`src/rtl/bsfd_pkg.sv`:
```
// Shared types, constants and register codes of the byte-stuffed frame decoder.
package bsfd_pkg;

   localparam int MAX_FRAME_DEF = 32;
   localparam int BYTE_W        = 8;
   localparam int POS_W         = 5;
   localparam int CSR_INDEX_W   = 3;

   typedef enum logic [CSR_INDEX_W-1:0] {
      CSR_START_CODE     = 3'd0,
      CSR_END_CODE       = 3'd1,
      CSR_ESCAPE_CODE    = 3'd2,
      CSR_START_ESCAPED  = 3'd3,
      CSR_END_ESCAPED    = 3'd4,
      CSR_ESCAPE_ESCAPED = 3'd5
   } csr_index_type;

   localparam logic [BYTE_W-1:0] START_CODE_RST     = 8'd1;
   localparam logic [BYTE_W-1:0] END_CODE_RST       = 8'd2;
   localparam logic [BYTE_W-1:0] ESCAPE_CODE_RST    = 8'd3;
   localparam logic [BYTE_W-1:0] START_ESCAPED_RST  = 8'd4;
   localparam logic [BYTE_W-1:0] END_ESCAPED_RST    = 8'd5;
   localparam logic [BYTE_W-1:0] ESCAPE_ESCAPED_RST = 8'd6;

   typedef struct packed {
      logic [BYTE_W-1:0] start_code;
      logic [BYTE_W-1:0] end_code;
      logic [BYTE_W-1:0] escape_code;
      logic [BYTE_W-1:0] start_escaped;
      logic [BYTE_W-1:0] end_escaped;
      logic [BYTE_W-1:0] escape_escaped;
   } cfg_type;

endpackage

```
`src/rtl/bsfd_frame_mem.sv`:
```
// Frame store: synchronous RAM, one write port, one read port with registered data.
module bsfd_frame_mem
   import bsfd_pkg::*;
#(
   parameter int DEPTH = MAX_FRAME_DEF,
   parameter int AW    = 5
) (
   input  logic              clock,
   input  logic              wr_en,
   input  logic [AW-1:0]     wr_addr,
   input  logic [BYTE_W-1:0] wr_data,
   input  logic              rd_en,
   input  logic [AW-1:0]     rd_addr,
   output logic [BYTE_W-1:0] rd_data
);

   logic [BYTE_W-1:0] mem [DEPTH];
   logic [BYTE_W-1:0] rd_data_ff;

   always_ff @(posedge clock) begin
      if (wr_en) begin
         mem[wr_addr] <= wr_data;
      end
   end

   // hold read data until the next read
   always_ff @(posedge clock) begin
      if (rd_en) begin
         rd_data_ff <= mem[rd_addr];
      end
   end

   assign rd_data = rd_data_ff;

endmodule

```
`src/rtl/bsfd_decode.sv`:
```
// Unstuffing state machine, frame store writes and frame read-out with output register.
module bsfd_decode
   import bsfd_pkg::*;
#(
   parameter int MAX_FRAME = MAX_FRAME_DEF
) (
   input  logic              clock,
   input  logic              reset,
   input  cfg_type           cfg,
   input  logic              req_valid,
   output logic              req_stall,
   input  logic [BYTE_W-1:0] req_rx_byte,
   output logic              rsp_valid,
   input  logic              rsp_stall,
   output logic [BYTE_W-1:0] rsp_frame_byte,
   output logic [POS_W-1:0]  rsp_byte_position,
   output logic              rsp_last_of_frame
);

   localparam int AW = (MAX_FRAME > 1) ? $clog2(MAX_FRAME) : 1;
   localparam int CW = $clog2(MAX_FRAME + 1);
   localparam logic [CW-1:0] FULL = CW'(MAX_FRAME);

   typedef enum logic {ST_IDLE, ST_READ} state_type;

   state_type         state_ff, state_in;
   logic              in_frame_ff, in_frame_in;
   logic              esc_ff, esc_in;
   logic [CW-1:0]     fill_ff, fill_in;
   logic [CW-1:0]     len_ff, len_in;
   logic [CW-1:0]     rd_idx_ff, rd_idx_in;
   logic              pend_ff, pend_in;
   logic [CW-1:0]     pend_pos_ff, pend_pos_in;
   logic              pend_last_ff, pend_last_in;
   logic              rsp_valid_ff, rsp_valid_in;
   logic [BYTE_W-1:0] rsp_byte_ff, rsp_byte_in;
   logic [POS_W-1:0]  rsp_pos_ff, rsp_pos_in;
   logic              rsp_last_ff, rsp_last_in;

   logic              accept;
   logic              wr_en;
   logic [BYTE_W-1:0] wr_data;
   logic              rd_en;
   logic [BYTE_W-1:0] rd_data;
   logic              move;

   bsfd_frame_mem #(
      .DEPTH (MAX_FRAME),
      .AW    (AW)
   ) u_mem (
      .clock   (clock),
      .wr_en   (wr_en),
      .wr_addr (fill_ff[AW-1:0]),
      .wr_data (wr_data),
      .rd_en   (rd_en),
      .rd_addr (rd_idx_ff[AW-1:0]),
      .rd_data (rd_data)
   );

   assign req_stall = (state_ff != ST_IDLE);
   assign accept    = req_valid && !req_stall;
   assign move      = pend_ff && (!rsp_valid_ff || !rsp_stall);

   always_comb begin
      state_in     = state_ff;
      in_frame_in  = in_frame_ff;
      esc_in       = esc_ff;
      fill_in      = fill_ff;
      len_in       = len_ff;
      rd_idx_in    = rd_idx_ff;
      pend_in      = pend_ff;
      pend_pos_in  = pend_pos_ff;
      pend_last_in = pend_last_ff;
      rsp_valid_in = rsp_valid_ff;
      rsp_byte_in  = rsp_byte_ff;
      rsp_pos_in   = rsp_pos_ff;
      rsp_last_in  = rsp_last_ff;
      wr_en        = 1'b0;
      wr_data      = req_rx_byte;
      rd_en        = 1'b0;

      // unstuffing; writes happen only while idle, reads only in read-out
      if (accept) begin
         if (!in_frame_ff) begin
            if (req_rx_byte == cfg.start_code) begin
               in_frame_in = 1'b1;
               esc_in      = 1'b0;
               fill_in     = '0;
            end
         end else if (req_rx_byte == cfg.end_code && !esc_ff) begin
            if (fill_ff != '0) begin
               state_in  = ST_READ;
               len_in    = fill_ff;
               rd_idx_in = '0;
            end
            in_frame_in = 1'b0;
            esc_in      = 1'b0;
            fill_in     = '0;
         end else if (req_rx_byte == cfg.start_code) begin
            fill_in = '0;
            esc_in  = 1'b0;
         end else if (fill_ff == FULL) begin
            in_frame_in = 1'b0;
            esc_in      = 1'b0;
            fill_in     = '0;
         end else if (req_rx_byte == cfg.escape_code && !esc_ff) begin
            esc_in = 1'b1;
         end else if (esc_ff) begin
            esc_in = 1'b0;
            if (req_rx_byte == cfg.start_escaped) begin
               wr_en   = 1'b1;
               wr_data = cfg.start_code;
            end else if (req_rx_byte == cfg.escape_escaped) begin
               wr_en   = 1'b1;
               wr_data = cfg.escape_code;
            end else if (req_rx_byte == cfg.end_escaped) begin
               wr_en   = 1'b1;
               wr_data = cfg.end_code;
            end else begin
               in_frame_in = 1'b0;
               fill_in     = '0;
            end
         end else begin
            wr_en = 1'b1;
         end
         if (wr_en) begin
            fill_in = CW'(fill_ff + 1'b1);
         end
      end

      // output register drains independently
      if (move) begin
         rsp_valid_in = 1'b1;
         rsp_byte_in  = rd_data;
         rsp_pos_in   = POS_W'(pend_pos_ff);
         rsp_last_in  = pend_last_ff;
         pend_in      = 1'b0;
      end else if (rsp_valid_ff && !rsp_stall) begin
         rsp_valid_in = 1'b0;
      end

      // read-out: issue a read when the pending slot frees up
      if (state_ff == ST_READ) begin
         if (rd_idx_ff != len_ff) begin
            if (!pend_ff || move) begin
               rd_en        = 1'b1;
               pend_in      = 1'b1;
               pend_pos_in  = rd_idx_ff;
               pend_last_in = (CW'(rd_idx_ff + 1'b1) == len_ff);
               rd_idx_in    = CW'(rd_idx_ff + 1'b1);
            end
         end else if (!pend_ff || move) begin
            state_in = ST_IDLE;
         end
      end
   end

   always_ff @(posedge clock) begin
      if (reset) begin
         state_ff     <= ST_IDLE;
         in_frame_ff  <= 1'b0;
         esc_ff       <= 1'b0;
         fill_ff      <= '0;
         len_ff       <= '0;
         rd_idx_ff    <= '0;
         pend_ff      <= 1'b0;
         rsp_valid_ff <= 1'b0;
      end else begin
         state_ff     <= state_in;
         in_frame_ff  <= in_frame_in;
         esc_ff       <= esc_in;
         fill_ff      <= fill_in;
         len_ff       <= len_in;
         rd_idx_ff    <= rd_idx_in;
         pend_ff      <= pend_in;
         rsp_valid_ff <= rsp_valid_in;
      end
      pend_pos_ff  <= pend_pos_in;
      pend_last_ff <= pend_last_in;
      rsp_byte_ff  <= rsp_byte_in;
      rsp_pos_ff   <= rsp_pos_in;
      rsp_last_ff  <= rsp_last_in;
   end

   assign rsp_valid         = rsp_valid_ff;
   assign rsp_frame_byte    = rsp_byte_ff;
   assign rsp_byte_position = rsp_pos_ff;
   assign rsp_last_of_frame = rsp_last_ff;

endmodule

```
`src/rtl/byte_stuffed_frame_decoder.sv`:
```
// Top level: configuration registers, decoder with frame store, and port checks.
// Input: one raw byte is taken per cycle while idle; req stalls for the whole read-out.
// Output: after an end code closes a non-empty frame, the state register, the read
//   register of the frame store's single read port with its pending slot, and the output
//   register lie before the first result; one per cycle follows while rsp_stall is low.
// Reset: control state clears, codes return to 1..6; the frame store is not cleared.
module byte_stuffed_frame_decoder
   import bsfd_pkg::*;
#(
   parameter int MAX_FRAME = MAX_FRAME_DEF
) (
   input  logic                   clock,
   input  logic                   reset,
   input  logic                   req_valid,
   output logic                   req_stall,
   input  logic [BYTE_W-1:0]      req_rx_byte,
   output logic                   rsp_valid,
   input  logic                   rsp_stall,
   output logic [BYTE_W-1:0]      rsp_frame_byte,
   output logic [POS_W-1:0]       rsp_byte_position,
   output logic                   rsp_last_of_frame,
   input  logic                   csr_valid,
   output logic                   csr_ready,
   input  logic [CSR_INDEX_W-1:0] csr_index,
   input  logic [BYTE_W-1:0]      csr_data
);

   cfg_type cfg_ff;

   // register writes are always taken; unknown indexes are dropped
   assign csr_ready = 1'b1;

   always_ff @(posedge clock) begin
      if (reset) begin
         cfg_ff.start_code     <= START_CODE_RST;
         cfg_ff.end_code       <= END_CODE_RST;
         cfg_ff.escape_code    <= ESCAPE_CODE_RST;
         cfg_ff.start_escaped  <= START_ESCAPED_RST;
         cfg_ff.end_escaped    <= END_ESCAPED_RST;
         cfg_ff.escape_escaped <= ESCAPE_ESCAPED_RST;
      end else if (csr_valid && csr_ready) begin
         case (csr_index)
            CSR_START_CODE:     cfg_ff.start_code     <= csr_data;
            CSR_END_CODE:       cfg_ff.end_code       <= csr_data;
            CSR_ESCAPE_CODE:    cfg_ff.escape_code    <= csr_data;
            CSR_START_ESCAPED:  cfg_ff.start_escaped  <= csr_data;
            CSR_END_ESCAPED:    cfg_ff.end_escaped    <= csr_data;
            CSR_ESCAPE_ESCAPED: cfg_ff.escape_escaped <= csr_data;
            default: begin
            end
         endcase
      end
   end

   // unstuff, store, and replay each closed frame as a run of transactions
   bsfd_decode #(
      .MAX_FRAME (MAX_FRAME)
   ) u_decode (
      .clock             (clock),
      .reset             (reset),
      .cfg               (cfg_ff),
      .req_valid         (req_valid),
      .req_stall         (req_stall),
      .req_rx_byte       (req_rx_byte),
      .rsp_valid         (rsp_valid),
      .rsp_stall         (rsp_stall),
      .rsp_frame_byte    (rsp_frame_byte),
      .rsp_byte_position (rsp_byte_position),
      .rsp_last_of_frame (rsp_last_of_frame)
   );

   // a non-final byte on the output means the rest of the run is still in flight
   assert property (@(posedge clock) disable iff (reset)
      rsp_valid && !rsp_last_of_frame |-> req_stall)
      else $error("non-final frame byte shown while input side is open");

   // positions within a run advance by one
   assert property (@(posedge clock) disable iff (reset)
      rsp_valid && !rsp_stall && !rsp_last_of_frame |=>
         !rsp_valid || rsp_byte_position == POS_W'($past(rsp_byte_position) + 1'b1))
      else $error("byte position did not advance by one");

   // reset leaves the block idle with nothing to deliver
   assert property (@(posedge clock)
      reset |=> !rsp_valid && !req_stall)
      else $error("block not idle after reset");

endmodule

```
`config.mk`:
```
export PLATFORM = sky130hd
export DESIGN_NAME = byte_stuffed_frame_decoder
export DESIGN_NICKNAME = d
export VERILOG_FILES = /design/src/rtl/bsfd_pkg.sv /design/src/rtl/bsfd_frame_mem.sv /design/src/rtl/bsfd_decode.sv /design/src/rtl/byte_stuffed_frame_decoder.sv
export SDC_FILE = /design/constraint.sdc
export NUM_CORES = 1
export LEC_CHECK = 0
export BUFFER_PORTS_ARGS = -buffer_cell sky130_fd_sc_hd__buf_4
export CORE_MARGIN = 5
export CORE_UTILIZATION = 55
export CTS_CLUSTER_SIZE = 8
export DETAILED_ROUTE_END_ITERATION = 10
export PLACE_DENSITY = 0.78
export SLEW_MARGIN = 20
export SYNTH_ARGS = -nofsm -noshare
export SYNTH_HDL_FRONTEND = slang
export SYNTH_SLANG_ARGS = --single-unit
export TNS_END_PERCENT = 100
```
`constraint.sdc`:
```
create_clock -name clock -period 3.5 [get_ports clock]
set_input_delay 0.7 -clock clock [delete_from_list [all_inputs] [get_ports clock]]
set_output_delay 0.7 -clock clock [all_outputs]
set_load 0.01 [all_outputs]
```
# [Word level (Yosys, flattened, before mapping)]
# Memory sizes are Yosys's and may differ from the RTL's. A register that Yosys moved wholly into a read port is not among the register bits.
# Cells that the tools add are included.
[word_totals] ramBits=256 ff_bits=91 in_bits=24 n_memories=1
[op_classes] mux=69 reduce_logical=28 eq_ne=18 n_addsub=2
[memory_table] name="u_decode.u_mem.mem" depth=32 width=8 rd=1 rd_ports_with_merged_regs=1 wr=1 line="bsfd_frame_mem.sv:17" rtl="logic [BYTE_W-1:0] mem [DEPTH];"
[ops] operator="2-to-1 mux 6 bit" count=18
[ops] operator="2-to-1 mux 8 bit" count=10
[ops] operator="equality test 8 bit" count=6
[ops] operator="2-to-1 mux 1 bit" count=41
[ops] operator="!= test 5 x 2 -> 1 bit (second input constant)" count=4
[ops] operator="AND reduction 2 bit" count=7
[ops] operator="adder 6 x 1 -> 6 bit (second input constant)" count=2
[ops] operator="AND reduction 7 bit" count=1
[ops] operator="equality test 3 x 2 -> 1 bit (second input constant)" count=2
[ops] operator="equality test 3 bit (second input constant)" count=2
[ops] operator="equality test 6 bit" count=1
[ops] operator="equality test 6 bit (second input constant)" count=1
[ops] operator="!= test 6 bit" count=1
[ops] operator="nonzero test 6 bit" count=1
[ops] operator="logical AND 1 bit" count=5
[ops] operator="zero test 1 bit" count=5
[ops] operator="nonzero test 5 bit" count=1
[ops] operator="AND reduction 4 bit" count=1
[ops] operator="nonzero test 2 bit" count=2
[ops] operator="equality test 3 x 1 -> 1 bit (second input constant)" count=1
[ops] operator="zero test 3 bit" count=1
[ops] operator="AND reduction 3 bit" count=1
[ops] operator="nonzero test 3 bit" count=1
[ops] operator="logical OR 1 bit" count=2

# [Depth between registers and ports, before layout]
# Gate-level depths: netlist (run 1).
[depth] word_depth=14 mapped_depth=10

# [Modules after synthesis]
# Synthesis (run 1) repeated with hierarchy kept, for this count alone.
[unflattened] cells_unflattened=887 area_unflattened_um2=14820.5
[modules_own_cells] module="bsfd_frame_mem" cells_per_inst=417 n_inst=1 area_per_inst_um2=10133.5
[modules_own_cells] module="bsfd_decode" cells_per_inst=295 n_inst=1 area_per_inst_um2=2771.4
[modules_own_cells] module="byte_stuffed_frame_decoder" cells_per_inst=175 n_inst=1 area_per_inst_um2=1915.6

# [Worst setup path before layout (run 1)]
# Ideal clock, no wire load.
[synth_path] kind="input -> register" startpoint="input req_rx_byte[6]" endpoint="memory u_decode.u_mem.mem[0][0], data pin" path_stages=9 arrival_ps=3045 setup_slack_ps=67 setup_time_ps=388 path_buffers=2 path_cell_list="buf_2 xor2_1 nor4_1 nand2_1 clkbuf_1 nand3_1 o22ai_1 a21o_1 a2bb2oi_1"
[synth_via] elab_chain_cells=11 elab_cells_between_ends=18 classes_between="6 x eq/ne; 10 x mux; 2 x reduce/logical"
[synth_rtl] element="start: declaration" line="byte_stuffed_frame_decoder.sv:16" rtl="input logic [BYTE_W-1:0] req_rx_byte,"
[synth_rtl] element="equality test 8 bit" line="bsfd_decode.sv:116" rtl="end else if (req_rx_byte == cfg.end_escaped) begin"
[synth_rtl] element="2-to-1 mux 8 bit" line="bsfd_decode.sv:116"
[synth_rtl] element="2-to-1 mux 8 bit" line="bsfd_decode.sv:113" rtl="end else if (req_rx_byte == cfg.escape_escaped) begin"
[synth_rtl] element="2-to-1 mux 8 bit" line="bsfd_decode.sv:110" rtl="if (req_rx_byte == cfg.start_escaped) begin"
[synth_rtl] element="2-to-1 mux 8 bit" line="bsfd_decode.sv:108" rtl="end else if (esc_ff) begin"
[synth_rtl] element="2-to-1 mux 8 bit" line="bsfd_decode.sv:106" rtl="end else if (req_rx_byte == cfg.escape_code && !esc_ff) begin"
[synth_rtl] element="2-to-1 mux 8 bit" line="bsfd_decode.sv:102" rtl="end else if (fill_ff == FULL) begin"
[synth_rtl] element="2-to-1 mux 8 bit" line="bsfd_decode.sv:99" rtl="end else if (req_rx_byte == cfg.start_code) begin"
[synth_rtl] element="2-to-1 mux 8 bit (*)" line="bsfd_decode.sv:90" rtl="end else if (req_rx_byte == cfg.end_code && !esc_ff) begin"
[synth_rtl] element="2-to-1 mux 8 bit (*)" line="bsfd_decode.sv:84" rtl="if (!in_frame_ff) begin"
[synth_rtl] element="2-to-1 mux 8 bit (*)" line="bsfd_decode.sv:83" rtl="if (accept) begin"
[synth_rtl] element="named net u_decode.u_mem.wr_data[0]" line="bsfd_frame_mem.sv:11" rtl="input logic [BYTE_W-1:0] wr_data,"
[synth_rtl] element="end: declaration" line="bsfd_frame_mem.sv:17"
# Mark *: on every way through the listed nets, which the timed path passes. The rest lies on a longest branch.

# [Worst setup path in the final report (run 1)]
[layout_path] startpoint="register u_decode.fill_ff[0]" endpoint="memory u_decode.u_mem.mem[30][2], data pin"
[layout_via] elab_chain_cells=6
[layout_rtl] element="start: declaration" line="bsfd_decode.sv:29" rtl="logic [CW-1:0] fill_ff, fill_in;"
[layout_rtl] element="start signal: assignment" line="bsfd_decode.sv:172" rtl="fill_ff <= fill_in;"
[layout_rtl] element="equality test 6 bit" line="bsfd_decode.sv:102"
[layout_rtl] element="2-to-1 mux 8 bit" line="bsfd_decode.sv:102"
[layout_rtl] element="2-to-1 mux 8 bit" line="bsfd_decode.sv:99"
[layout_rtl] element="2-to-1 mux 8 bit" line="bsfd_decode.sv:90"
[layout_rtl] element="2-to-1 mux 8 bit" line="bsfd_decode.sv:84"
[layout_rtl] element="2-to-1 mux 8 bit" line="bsfd_decode.sv:83"
[layout_rtl] element="named net u_decode.u_mem.wr_data[2]" line="bsfd_frame_mem.sv:11"
# The timed path passes the listed nets, and every way through them passes these cells.

==> results of run 1 <==
## worst max-delay path: stages (launching register included)
cell       delay (ns)
dfxtp_1          0.49
inv_1            0.13
ha_1             0.33
nand3_1          0.18
and4_1           0.53
and2_1           0.54
a2bb2oi_2        0.19
buf_4            0.36
## layout make-up
class / instances / area [µm²]
repair buffers: 97 / 815.8
clock inverters: 4 / 66.31
multi-input cells: 492 / 4314
fillers: 1749 / 9077
flip-flops and latches: 355 / 9955
inverters: 6 / 22.52
well taps: 335 / 419.2
clock buffers: 67 / 1315
## worst min path at each step
stage	from	end	slack (ns)	depth (start not counted)
CTS	csr_data[2]	cfg_ff[10]	0.40	3
finish	u_decode.pend_pos_ff[0]	u_decode.rsp_byte_position[0]	0.42	0
detailed placement	u_decode.pend_pos_ff[1]	u_decode.rsp_byte_position[1]	0.40	0
global placement	u_decode.pend_pos_ff[3]	u_decode.rsp_byte_position[3]	0.40	0
global route	csr_data[2]	cfg_ff[10]	0.41	3
floorplan	u_decode.pend_pos_ff[0]	u_decode.rsp_byte_position[0]	0.40	0
## per-layer routing
layer	track usage	wire, µm	up-vias
li1	-	-	3652
met1	0.3063	13380	4323
met2	0.4039	17460	360
met3	0.05098	2515	49
met4	0.05913	784	0
met5	0	0	-
## flip-flops by register name, summed over array words and instances, names as in the netlist, 5 cells and up
signal,count
u_decode.u_mem.mem,256
u_decode.len_ff,6
u_decode.fill_ff,6
u_decode.rsp_byte_position,5
u_decode.rd_idx_ff,6
u_decode.u_mem.rd_data,8
cfg_ff,48
u_decode.pend_pos_ff,5
u_decode.rsp_frame_byte,8
## logic make-up after synthesis
kind of cell / count (synthesis)
other: 1
adder cells (fa/ha/maj): 5
flip-flops: 355
multiplexers: 103
buffers and inverters: 58
XOR/XNOR: 59
AND/OR/NAND/NOR: 235
AO/OA/AOI/OAI: 89
## where the power goes
| group | switching, mW | internal (mW) |
|---|---|---|
| Combinational | 0.139 | 0.0720 |
| Clock | 1.69 | 2.59 |
| Sequential | 0.0107 | 4.56 |
## cell usage in the layout (no fill, tap or decap), drive strengths merged, types with 6 or more instances in the layout
cell	instances
a21o	9
a21oi	44
a2bb2oi	8
and3	18
buf	97
clkbuf	67
dfxtp	71
edfxtp	284
inv	8
mux2	8
mux2i	15
mux4	80
nand2	98
nand3	21
nand4	7
nor2	57
nor4	9
o21ai	6
o22ai	8
xnor2	28
xor2	31
==> run_results.csv, run 1 <==
group,metric,value,unit
placement,dp_hpwl,20.29,mm
timing,fin_ws,0.4507,ns
logic_synthesis,synth_top_family_by_area,"multiplexers",
clock_tree,cts_tree,"yes",
detailed_routing,wl_per_cell,25.18,µm
timing,finClkSkew,0.02589,ns
die,initial_utilization,0.5575,
clock_tree,root_buffer,"clkbuf_16",
logic_synthesis,synth_area,14490,µm²
power_and_ir_drop,cellLeakagePower,5.685,nW
timing,post-route-period-util,0.8712,
grt,grt.total_usage,0.2342,
hold_path,min_path_type,"reg2reg",
power_and_ir_drop,total_power,9.064,mW
grt,antenna_found_initial,0,
layout,drive_above_1_share,0.2498,
layout,layout.cells.non_filler,1356,
setup_path,crit_path_start,"u_decode.fill_ff[0]",
timing,hold_violations,0,
timing,period_minus_slack,3.049,ns
layout,finalCoreUtilization,0.6507,
setup_path,r2r-end,"u_decode.u_mem.mem[30][2]",
grt,grt-ovfl-total,0,
timing,fmax,327.9,MHz
placement,placedCellCount,1285,
timing,rsz0062_at_grt,"false",
layout,area_growth,16.71,%
die,pin_count,41,
grt,first_global_vias,8478,
detailed_routing,dr_total_vias,8384,
logic_synthesis,synth_fa_ha_area_frac,0.004319,
timing,worst_pin_slew,0.7806,ns
setup_path,critPathMaxFanout,32,
grt,grt_pass1_wl,51.54,mm
logic_synthesis,yosysWarningCount,0,
logic_synthesis,synth_top_cell_area_share,0.5887,
logic_synthesis,synthMuxAreaShare,0.1410,
clock_tree,cts_sinks,355,
logic_synthesis,ys_seq_area_frac,0.6868,
clock_tree,clk_path_buf_depth,3,
detailed_routing,antenna_left,0,
clock_tree,cts_inserted_buffers,50,
logic_synthesis,synth_compound_area_frac,0.03878,
clock_tree,cts_setup_buffers,0,
setup_path,endpoint_kind,"register",
placement,dp_slack,0.1876,ns
logic_synthesis,async_flop_share,0,
die,die_x,172.3,µm
detailed_routing,remaining_drc_errors,0,
timing,slew_headroom,0.4789,
setup_path,timing.critical_path.arrival,3.35,ns
logic_synthesis,syn_inst,905,
setup_path,cp_data_required_time,3.80,ns
logic_synthesis,synth-seq-cells,355,
setup_path,critPathLaunchType,"register",
setup_path,critPathCapture,"u_decode.u_mem.mem[30][2]",
logic_synthesis,ys_types,51,
logic_synthesis,synth.largest_area_cell,"edfxtp_1",
layout,diodes,0,
power_and_ir_drop,ir_worst_vdd,0.4590,mV
setup_path,crit_type,"reg2reg",
logic_synthesis,synth_area_per_cell,16.01,µm²
grt,grt_max_degree,62,
logic_synthesis,synth.area.top_cells,"edfxtp_1 59%, mux4_2 12%, dfxtp_1 9.8%",
timing,final_max_slew_viol_count,0,
logic_synthesis,yosys.area_share.simple,0.07437,
die,die_h,172.3,µm
detailed_routing,first_iter_violations,1049,
layout,final_area,16910,µm²
power_and_ir_drop,cellPowerDensity,536.1,nW/µm²
setup_path,reg2reg_slack,0.45,ns
run_status,status,"completed",
detailed_routing,dr.pass1.iters,7,
logic_synthesis,synth-main-ff-cell,"edfxtp_1",
logic_synthesis,synth_edf_count,284,
placement,gp_congestion,0.8617,
clock_tree,cts_resized,0,
clock_tree,htree_levels,2,
logic_synthesis,synthesis.nets,934,
die,coreArea,25980,µm²
job,drv_cap,0,
clock_tree,path_clk_slew,0.05,ns
logic_synthesis,synth_common_cells,"284 x edfxtp_1, 97 x nand2_1, 80 x mux4_2, 71 x dfxtp_1, 56 x nor2_1",
clock_tree,postCtsHoldBufs,0,
timing,hold_ws,0.4154,ns
die,row_count,59,
placement,place_area,15530,µm²
logic_synthesis,synth.most_common_cell,"edfxtp_1",
detailed_routing,wl,34.15,mm
clock_tree,clock_latency,0.55,ns
setup_path,reg2regPathDepth,7,
die,fp.dieArea,29680,µm²
setup_path,r2r_start,"u_decode.fill_ff[0]",
timing,setup_viol,0,
logic_synthesis,synth_xor_area_frac,0.03567,
placement,portBuffers,39,
detailed_routing,vias_per_cell,6.183,
timing,setup_tns,0,ns
layout,nNetsFinal,1031,
Note: power is estimated with default switching activity, not from simulation.
==> inputs of run 2 (changes only) <==
- CORE_MARGIN: 5 -> 2
==> run_results.csv, run 2 (synthesis results as in run 1) <==
group,metric,value,unit
run_status,status,"completed",
layout,finalCoreUtilization,0.6493,
detailed_routing,dr.pass1.iters,5,
detailed_routing,antenna_left,0,
power_and_ir_drop,total_power,9.093,mW
setup_path,worst-path-buf-inv,2,
layout,area_growth,16.46,%
setup_path,critPathLaunchType,"register",
layout,top_register,"u_decode.u_mem.mem",
clock_tree,cts_tree,"yes",
placement,dp_hpwl,19.37,mm
timing,fin_ws,0.7012,ns
placement,gp_congestion,0.8686,
grt,grt_pass1_wl,50.14,mm
timing,period_minus_slack,2.799,ns
layout,most-common-layout-cells,"284 x edfxtp_1, 97 x nand2_1, 80 x mux4_2",
layout,top_regs,"u_decode.u_mem.mem (256), cfg_ff (48)",
timing,worst_pin_slew,0.6896,ns
power_and_ir_drop,cellPowerDensity,539.0,nW/µm²
timing,rsz0062_at_grt,"false",
setup_path,crit_type,"reg2reg",
grt,antenna_found_initial,1,
detailed_routing,remaining_drc_errors,0,
clock_tree,clock_latency,0.56,ns
die,row_count,59,
die,coreArea,25980,µm²
setup_path,cp_cell_sequence,"inv_1 -> ha_1 -> nand3_1 -> and4_1 -> and2_1 -> a2bb2oi_2 -> buf_12",
layout,final_common_cell,"edfxtp_1",
layout,largest_reg_flops,256,
die,initial_utilization,0.5575,
detailed_routing,wl,32.09,mm
grt,grt.total_usage,0.2374,
timing,setup_tns,0,ns
setup_path,cp_data_required_time,3.86,ns
clock_tree,cts_inserted_buffers,50,
timing,slew_headroom,0.5403,
power_and_ir_drop,ir_worst_vdd,0.4318,mV
clock_tree,cts_setup_buffers,0,
grt,first_global_vias,8426,
setup_path,slowest_delay,0.54,ns
timing,finClkSkew,0.03398,ns
detailed_routing,dr_total_vias,8227,
die,fp.dieArea,27650,µm²
setup_path,critPathMaxFanout,32,
layout,diodes,0,
setup_path,crit_slowest_cell,"and4_1",
layout,nNetsFinal,1017,
die,die_x,166.3,µm
hold_path,min_path_type,"in2reg",
clock_tree,postCtsHoldBufs,0,
clock_tree,path_clk_slew,0.05,ns
placement,portBuffers,39,
setup_path,timing.critical_path.arrival,3.16,ns
placement,placedCellCount,1271,
die,die_h,166.3,µm
detailed_routing,first_iter_violations,949,
timing,post-route-period-util,0.7997,
grt,grt-ovfl-total,0,
placement,dp_slack,0.3192,ns
power_and_ir_drop,cellLeakagePower,5.639,nW
die,pin_count,41,
clock_tree,cts_resized,0,
setup_path,endpoint_kind,"register",
timing,final_max_slew_viol_count,0,
clock_tree,htree_levels,2,
detailed_routing,wl_per_cell,23.94,µm
grt,grt_max_degree,62,
timing,fmax,357.3,MHz
clock_tree,clk_path_buf_depth,3,
detailed_routing,vias_per_cell,6.140,
timing,hold_violations,0,
setup_path,cp_top_family,"simple AND/OR/NAND/NOR gates",
clock_tree,cts_sinks,355,
timing,setup_viol,0,
layout,drive_above_1_share,0.2398,
clock_tree,root_buffer,"clkbuf_16",
job,drv_cap,0,
layout,layout.cells.non_filler,1340,
-- run 2: power breakdown --
group / switching [mW] / internal (mW)
combinational: 0.142 / 0.0799
clock: 1.67 / 2.62
sequential: 0.0114 / 4.57
-- run 2: worst register-to-register path: stages (launching register included) --
cell and delay [ns]:
dfxtp_1 0.44, inv_1 0.12, ha_1 0.32, nand3_1 0.18, and4_1 0.55, and2_1 0.53
a2bb2oi_2 0.22, buf_12 0.22
-- run 2: layer usage --
metal  vias to the layer above  share of wire  GRT usage
met5                         -              0          0
met4                         0          0.023    0.06522
met3                        51          0.070    0.04266
met2                       364           0.50     0.3890
met1                      4189           0.41     0.3338
li1                       3623              -          -
-- run 2: path summary, 6_finish.rpt --
kind                                 from                       endpoint  slack (ns)  depth (start not counted)
setup reg to reg      u_decode.fill_ff[0]      u_decode.u_mem.mem[30][3]        0.70                          7
hold / removal                  rsp_stall             u_decode.rsp_valid        0.40                          3
setup / recovery      u_decode.fill_ff[0]      u_decode.u_mem.mem[30][3]        0.70                          7
hold reg to reg   u_decode.pend_pos_ff[2]  u_decode.rsp_byte_position[2]        0.41                          0
-- run 2: final cells by class --
cell class                      count  area [µm²]
Fill cell                        1725        9114
Sequential cell                   355        9955
Inverter                            6       22.52
Timing Repair Buffer               83       760.7
Clock inverter                      3       67.56
Tap cell                          335       419.2
Clock buffer                       66        1333
Multi-Input combinational cell    492        4314
-- run 2: metrics by stage --
stage,hold slack (ns),instance area [µm²]
finish,0.3970,16870
global route,0.4191,16870
CTS,0.3778,16870
detailed placement,0.4045,15470
global placement,0.4023,15470
floorplan,0.4003,14490
